===== config.mk =====
export PLATFORM = sky130hd
export DESIGN_NAME = epoch_to_calendar_top
export DESIGN_NICKNAME = d
export VERILOG_FILES = /design/src/rtl/core/e2c_pkg.sv /design/src/rtl/core/e2c_tod.sv /design/src/rtl/core/e2c_date.sv /design/src/rtl/core/epoch_to_calendar_top.sv
export SDC_FILE = /design/constraint.sdc
export NUM_CORES = 2
export LEC_CHECK = 0
export ABC_AREA = 1
export BUFFER_PORTS_ARGS = -buffer_cell sky130_fd_sc_hd__buf_2
export CORE_MARGIN = 1.5
export CORE_UTILIZATION = 60
export CTS_BUF_LIST = sky130_fd_sc_hd__clkbuf_16
export DETAILED_ROUTE_END_ITERATION = 8
export PLACE_DENSITY = 0.8
export SLEW_MARGIN = 15
export SYNTH_ARGS = -nofsm -noshare
export SYNTH_HDL_FRONTEND = slang
export SYNTH_SLANG_ARGS = --single-unit

===== constraint.sdc =====
create_clock -name clk -period 29.2 [get_ports clk]
set_clock_uncertainty 0.2 [all_clocks]
set_input_delay 2.92 -clock clk [delete_from_list [all_inputs] [get_ports clk]]
set_output_delay 2.92 -clock clk [all_outputs]
set_load 0.01 [all_outputs]

===== src/rtl/core/e2c_pkg.sv =====
// Package: constants, calendar table and lane result types for the epoch converter.
`timescale 1ns / 1ps

package e2c_pkg;

  localparam logic [31:0] EPOCH_2000   = 32'd946684800;
  localparam logic [31:0] SPAN_LAST    = 32'd4102444799;
  localparam logic [31:0] SECS_PER_DAY = 32'd86400;

  // floor(x / 86400) = (floor(x / 128) * DAY_RCP) >> DAY_SHIFT, exact over the span
  localparam logic [25:0] DAY_RCP   = 26'd50903317;
  localparam int          DAY_SHIFT = 35;

  localparam logic [8:0] MONTH_START [12] = '{
    9'd0, 9'd31, 9'd59, 9'd90, 9'd120, 9'd151,
    9'd181, 9'd212, 9'd243, 9'd273, 9'd304, 9'd334
  };

  typedef struct packed {
    logic [4:0] hour;
    logic [5:0] minute;
    logic [5:0] second;
  } tod_t;

  typedef struct packed {
    logic [6:0] year_offset;
    logic [3:0] month;
    logic [4:0] day_of_month;
    logic [2:0] weekday;
  } date_t;

  // first day of year of month m (0 = January)
  function automatic logic [8:0] month_start(input logic [3:0] m, input logic leap);
    logic [8:0] base;
    base = MONTH_START[m];
    if (leap && (m >= 4'd2)) begin
      base = base + 9'd1;
    end
    return base;
  endfunction

endpackage


===== src/rtl/core/e2c_tod.sv =====
// Time-of-day lane: hour, minute and second from seconds within the day, four stages.
`timescale 1ns / 1ps

module e2c_tod (
  input  logic               clk,
  input  logic               en,
  input  logic [16:0]        sod,
  output e2c_pkg::tod_t      tod
);
  import e2c_pkg::*;

  logic [16:0] t1_sod;
  logic [4:0]  t1_hour;
  logic [11:0] t2_rem;
  logic [4:0]  t2_hour;
  logic [11:0] t3_rem;
  logic [5:0]  t3_min;
  logic [4:0]  t3_hour;

  logic [25:0] hour_mul;
  logic [16:0] hour_secs;
  logic [19:0] min_mul;
  logic [11:0] min_secs;

  // sod / 3600 = (sod >> 4) * 9321 >> 21
  assign hour_mul  = 26'(sod[16:4]) * 26'd9321;
  assign hour_secs = 17'(t1_hour) * 17'd3600;
  // rem / 60 = (rem >> 2) * 1093 >> 14
  assign min_mul   = 20'(t2_rem[11:2]) * 20'd1093;
  assign min_secs  = 12'(t3_min) * 12'd60;

  always_ff @(posedge clk) begin
    if (en) begin
      t1_sod     <= sod;
      t1_hour    <= hour_mul[25:21];
      t2_rem     <= 12'(t1_sod - hour_secs);
      t2_hour    <= t1_hour;
      t3_rem     <= t2_rem;
      t3_min     <= min_mul[19:14];
      t3_hour    <= t2_hour;
      tod.hour   <= t3_hour;
      tod.minute <= t3_min;
      tod.second <= 6'(t3_rem - min_secs);
    end
  end

endmodule


===== src/rtl/core/e2c_date.sv =====
// Date lane: year, month, day of month and weekday from days since 2000-01-01, four stages.
`timescale 1ns / 1ps

module e2c_date (
  input  logic               clk,
  input  logic               en,
  input  logic [15:0]        day,
  output e2c_pkg::date_t     date
);
  import e2c_pkg::*;

  logic [15:0] d1_day;
  logic [15:0] d1_day6;
  logic [4:0]  d1_cyc;
  logic [12:0] d1_wq;
  logic [10:0] d2_rem;
  logic [4:0]  d2_cyc;
  logic [2:0]  d2_wd;
  logic [8:0]  d3_doy;
  logic [6:0]  d3_year;
  logic        d3_leap;
  logic [2:0]  d3_wd;

  logic [15:0] day6;
  logic [30:0] cyc_mul;
  logic [30:0] wk_mul;
  logic [10:0] r2;
  logic [6:0]  year_base;
  logic [6:0]  year_next;
  logic [8:0]  doy_next;
  logic        leap_next;
  logic [3:0]  mon;
  logic [8:0]  mon_base;

  assign day6    = day + 16'd6;
  // day / 1461 = day * 45934 >> 26, (day + 6) / 7 = (day + 6) * 37450 >> 18
  assign cyc_mul = 31'(day) * 31'd45934;
  assign wk_mul  = 31'(day6) * 31'd37450;

  // year within the four-year cycle; each cycle opens with a leap year
  always_comb begin
    year_base = 7'({d2_cyc, 2'b00});
    r2        = d2_rem - 11'd366;
    if (d2_rem < 11'd366) begin
      year_next = year_base;
      doy_next  = d2_rem[8:0];
      leap_next = 1'b1;
    end else if (r2 < 11'd365) begin
      year_next = year_base + 7'd1;
      doy_next  = r2[8:0];
      leap_next = 1'b0;
    end else if (r2 < 11'd730) begin
      year_next = year_base + 7'd2;
      doy_next  = 9'(r2 - 11'd365);
      leap_next = 1'b0;
    end else begin
      year_next = year_base + 7'd3;
      doy_next  = 9'(r2 - 11'd730);
      leap_next = 1'b0;
    end
  end

  always_comb begin
    mon = 4'd0;
    for (int m = 1; m < 12; m++) begin
      if (d3_doy >= month_start(4'(m), d3_leap)) begin
        mon = 4'(m);
      end
    end
    mon_base = month_start(mon, d3_leap);
  end

  always_ff @(posedge clk) begin
    if (en) begin
      d1_day            <= day;
      d1_day6           <= day6;
      d1_cyc            <= cyc_mul[30:26];
      d1_wq             <= wk_mul[30:18];
      d2_rem            <= 11'(d1_day - 16'(d1_cyc) * 16'd1461);
      d2_cyc            <= d1_cyc;
      d2_wd             <= 3'(d1_day6 - 16'(d1_wq) * 16'd7);
      d3_doy            <= doy_next;
      d3_year           <= year_next;
      d3_leap           <= leap_next;
      d3_wd             <= d2_wd;
      date.year_offset  <= d3_year;
      date.month        <= mon + 4'd1;
      date.day_of_month <= 5'(d3_doy - mon_base + 9'd1);
      date.weekday      <= d3_wd;
    end
  end

endmodule


===== src/rtl/core/epoch_to_calendar_top.sv =====
// Top level: Unix timestamp to calendar date and time, eight-stage pipeline.
//
//  channel  dir  payload                                         handshake
//  s_*      in   tdata[31:0] epoch_seconds                       tvalid/tready
//  m_*      out  tdata[39:0] calendar fields, tuser out_of_range tvalid/tready
//
// One item per cycle unless the output stalls.
// Stage one subtracts EPOCH_2000; stages two to four split off days (reciprocal multiply,
// multiply-back, subtract); the time and date lanes then take four stages each.
// rst clears the stage valid bits only.
// A stall at the output freezes every stage at once; s_tready drops with it.
`timescale 1ns / 1ps

module epoch_to_calendar_top (
  input  logic        clk,
  input  logic        rst,
  input  logic        s_tvalid,
  output logic        s_tready,
  input  logic [31:0] s_tdata,   // [31:0] epoch_seconds
  output logic        m_tvalid,
  input  logic        m_tready,
  // [5:0] second, [11:6] minute, [16:12] hour, [21:17] day_of_month,
  // [25:22] month, [32:26] year_offset, [35:33] weekday, [39:36] zero
  output logic [39:0] m_tdata,
  output logic        m_tuser    // [0] out_of_range
);
  import e2c_pkg::*;

  localparam int Depth = 8;

  logic             en;
  logic [Depth-1:0] vld;
  logic [Depth-1:0] oor;

  logic [31:0] s1_t2;
  logic [31:0] s2_t2;
  logic [15:0] s2_day;
  logic [31:0] s3_t2;
  logic [31:0] s3_prod;
  logic [15:0] s3_day;
  logic [16:0] s4_sod;
  logic [15:0] s4_day;

  logic [50:0] day_mul;
  tod_t        tod;
  date_t       date;

  assign en       = !vld[Depth-1] || m_tready;
  assign s_tready = en;
  assign m_tvalid = vld[Depth-1];

  assign day_mul = 51'(s1_t2[31:7]) * 51'(DAY_RCP);

  always_ff @(posedge clk) begin
    if (rst) begin
      vld <= '0;
    end else if (en) begin
      vld <= {vld[Depth-2:0], s_tvalid};
    end
  end

  always_ff @(posedge clk) begin
    if (en) begin
      oor     <= {oor[Depth-2:0], (s_tdata < EPOCH_2000) || (s_tdata > SPAN_LAST)};
      s1_t2   <= s_tdata - EPOCH_2000;
      s2_t2   <= s1_t2;
      s2_day  <= day_mul[50:DAY_SHIFT];
      s3_t2   <= s2_t2;
      s3_day  <= s2_day;
      s3_prod <= 32'(s2_day) * SECS_PER_DAY;
      s4_sod  <= 17'(s3_t2 - s3_prod);
      s4_day  <= s3_day;
    end
  end

  e2c_tod u_tod (
    .clk (clk),
    .en  (en),
    .sod (s4_sod),
    .tod (tod)
  );

  e2c_date u_date (
    .clk  (clk),
    .en   (en),
    .day  (s4_day),
    .date (date)
  );

  always_comb begin
    if (oor[Depth-1]) begin
      m_tdata = '0;
    end else begin
      m_tdata = {4'd0, date.weekday, date.year_offset, date.month, date.day_of_month,
                 tod.hour, tod.minute, tod.second};
    end
    m_tuser = oor[Depth-1];
  end

endmodule


==> results.md <==
- Run status: finished clean
- Resize count post-CTS: 0
- Final Worst Setup Slack: 21.59 ns
- Endpoint arrival time on the critical path: 4.49 ns
- Kind of capture point of the worst setup path: output pin
- Clock Root Buffer: sky130_fd_sc_hd__clkbuf_16
- Startpoint types: input port
- Count of unique library cells instantiated by Yosys: 59
- Clock transition at the register clock pins on the worst setup and hold paths after CTS: 0.06 ns
- Clock tree from TritonCTS: built
- Sum of negative setup slack: 0 ns
- GRT Util Overall: 0.241
- Diodes inserted: 0
- X dimension of the die: 243 µm
- Primary flip-flop cell chosen by synthesis mapping: sky130_fd_sc_hd__edfxtp_1
- Standard cell area after detailed placement: 36000 µm²
- Final non-filler cell area: 37200 µm²
- Critical path peak fanout: 131
- Unrepaired setup endpoints after global routing: false
- Post-synthesis xor/xnor area fraction: 0.0413
- Post-CTS repair timing setup buffer count: 0
- Slew Limit Fails: 0
- Basic-gate share of the synthesized area counting and, or, nand and nor cells: 0.0756
- Count of max-cap constraint violations: 0
- Number of standard-cell rows in the floorplan: 87
- Portion of synthesized cell area occupied by the leading cell type: 0.255
- Post-DP HPWL: 57300 µm
- Post-layout min period: 7.61 ns
- Cell types occupying the most area after synthesis: sky130_fd_sc_hd__edfxtp_1 (26%), sky130_fd_sc_hd__ha_1 (25%), sky130_fd_sc_hd__fa_1 (21%)
- Routed Antenna Nets: 0
- Worst path required time: 26.08 ns
- Final Routed Wirelength: 68700 µm
- Post-synth EDFFs: 295
- Clock latency of the later-clocked register in the worst-skew pair: 0.56 ns
- Worst setup slack before clock tree synthesis: 21.59 ns
- Longest Clk Path Bufs: 3
- Synth warn: 0
- Number of antenna violations at the first check in global routing: 0
- Count of boundary I/O pins: 79
- Via count of the first global-routing pass: 23716
- Post-Syn Instances: 3426
- DRC violation total after the first TritonRoute iteration: 1079
- Fraction of final layout cells sized beyond drive strength 1: 0.0456
- Setup violation total in the final timing report: 0
- Core ar.: 56700 µm²
- Net total in the final layout: 4638
- Initial core utilization: 0.612
- Relative slew margins: 0.316
- Most instantiated cells after synthesis: sky130_fd_sc_hd__inv_1 (912), sky130_fd_sc_hd__ha_1 (703), sky130_fd_sc_hd__fa_1 (370)
- Chip Height: 243 µm
- Pin count of the biggest net entering global routing: 174
- Post-DR vias/cell: 5.28
- Area of the die: 59300 µm²
- Drt drc: 0
- Multiplexer share of the synthesized area: 0
- Arithmetic-cell share of the synthesized area counting full adders, half adders and majority gates: 0.467
- Port bufs: 74
- Routed vias: 22741
- Proportion of synthesized chip area in sequential cells: 0.260
- Main combinational cell family by area after synthesis: adder cells
- Path type of the worst min-delay path: reg2reg
- Post-synth ARST share: 0
- Cts bufs inserted: 35
- Clk sinks: 303
- Average footprint of a synthesized cell: 10.1 µm²
- Post-route core utilization: 0.655
- Wire per inst: 15.9 µm
- First-pass GRT wire length: 114000 µm
- Final global-route overflow total: 0
- Weighted congestion at the end of routability-driven global placement: 0.938
- Count of hold buffers inserted by post-cts repair: 0
- Number of detailed-route iterations in the first pass: 5
- Synth-to-Final Area Change: 7.12%
- Area fraction in compound gates after synthesis: 0.0547
- Fmax: 131 MHz
- Count of H-tree levels built during CTS: 2
- Post-synthesis cell type with the largest combined area: sky130_fd_sc_hd__edfxtp_1
- Slew at the pin closest to its max-slew limit: 1.03 ns
- Final hold violation count: 0
- Post-route clock period utilization: 0.261
- Post-synth design cell area: 34700 µm²
- Crit Path Class: in2out
- Number of storage elements in the synthesis netlist: 303
- Most instantiated library cell after synthesis: sky130_fd_sc_hd__inv_1
[cells in the final DEF (no fill, tap or decap), types with 4 or more instances in the layout]
master / count
sky130_fd_sc_hd__o21ai_0: 96
sky130_fd_sc_hd__buf_2: 74
sky130_fd_sc_hd__inv_1: 919
sky130_fd_sc_hd__edfxtp_1: 295
sky130_fd_sc_hd__nand2_1: 308
sky130_fd_sc_hd__xor2_2: 4
sky130_fd_sc_hd__nor3_1: 20
sky130_fd_sc_hd__nor4_1: 9
sky130_fd_sc_hd__xor2_1: 108
sky130_fd_sc_hd__o211ai_1: 7
sky130_fd_sc_hd__conb_1: 4
sky130_fd_sc_hd__bufinv_16: 5
sky130_fd_sc_hd__a31oi_1: 9
sky130_fd_sc_hd__nor2_1: 177
sky130_fd_sc_hd__ha_1: 703
sky130_fd_sc_hd__o21ai_1: 4
sky130_fd_sc_hd__a21oi_1: 159
sky130_fd_sc_hd__nand2_2: 8
sky130_fd_sc_hd__nand3_1: 62
sky130_fd_sc_hd__o21bai_1: 10
sky130_fd_sc_hd__a211oi_1: 5
sky130_fd_sc_hd__a21o_1: 10
sky130_fd_sc_hd__xnor2_1: 48
sky130_fd_sc_hd__fa_1: 370
sky130_fd_sc_hd__a21boi_0: 4
sky130_fd_sc_hd__clkbuf_16: 35
sky130_fd_sc_hd__nand4_1: 19
sky130_fd_sc_hd__dfxtp_1: 8
sky130_fd_sc_hd__o31ai_1: 5
[kinds of logic after synthesis]
| kind of cell | count (synthesis) |
|---|---|
| fa+ha+maj | 1073 |
| buf+inv | 928 |
| simple gates | 625 |
| compound gates | 336 |
| flops | 303 |
| xor+xnor | 160 |
| other cells | 1 |
[final timing paths]
kind                              from                   endpoint  slack (ns)  cells after the start
max                           m_tready                   s_tready       21.59                      4
min          u_tod.t1_sod[2]$_DFFE_PP_  u_tod.t2_rem[2]$_DFFE_PP_        0.22                      0
max reg2reg        s1_t2[30]$_DFFE_PP_       s2_day[15]$_DFFE_PP_       22.33                     25
min reg2reg  u_tod.t1_sod[2]$_DFFE_PP_  u_tod.t2_rem[2]$_DFFE_PP_        0.22                      0
[state kept, by name, summed over array words and instances (netlist names), 7 cells and up]
signal,cells
oor,8
s1_t2,32
s2_day,16
s2_t2,17
s3_day,16
s3_prod,9
s3_t2,17
s4_day,16
s4_sod,17
u_date.d1_day,10
u_date.d2_rem,11
u_date.d3_doy,9
u_date.d3_year,7
u_date.date,19
u_tod.t1_sod,12
u_tod.t2_rem,12
u_tod.tod,17
vld,8
[metal layers]
metal | routed length, µm | up-vias | GRT usage
met1 | 29000 | 10982 | 0.305
met2 | 34300 | 489 | 0.421
met5 | 0 | - | 0
li1 | - | 11142 | -
met4 | 2010 | 0 | 0.0784
met3 | 3280 | 128 | 0.0378
[stage by stage]
stage | instances | hold WS, ns
3_3_place_gp | 4248 | 0.200
2_1_floorplan | 3429 | 0.200
5_1_grt | 4309 | 0.219
4_1_cts | 4309 | 0.217
3_5_place_dp | 4248 | 0.205
6_report | 4309 | 0.216
[layout make-up]
cell class / instances / area [µm²]
clock buffer: 35 / 876
multi-input combinational: 2198 / 22200
tap: 756 / 946
fill: 4295 / 19600
inverter: 915 / 3440
clock inverter: 26 / 304
timing repair buffer: 76 / 398
sequential: 303 / 9020
[worst max-delay path, stage by stage]
cell                     delay, ns
sky130_fd_sc_hd__buf_2        0.11
sky130_fd_sc_hd__nor2_1       0.59
sky130_fd_sc_hd__inv_8        0.44
sky130_fd_sc_hd__buf_2        0.32
Power is not shown: default switching activity piles up to over one toggle a cycle in this logic, so the estimate is an artifact.
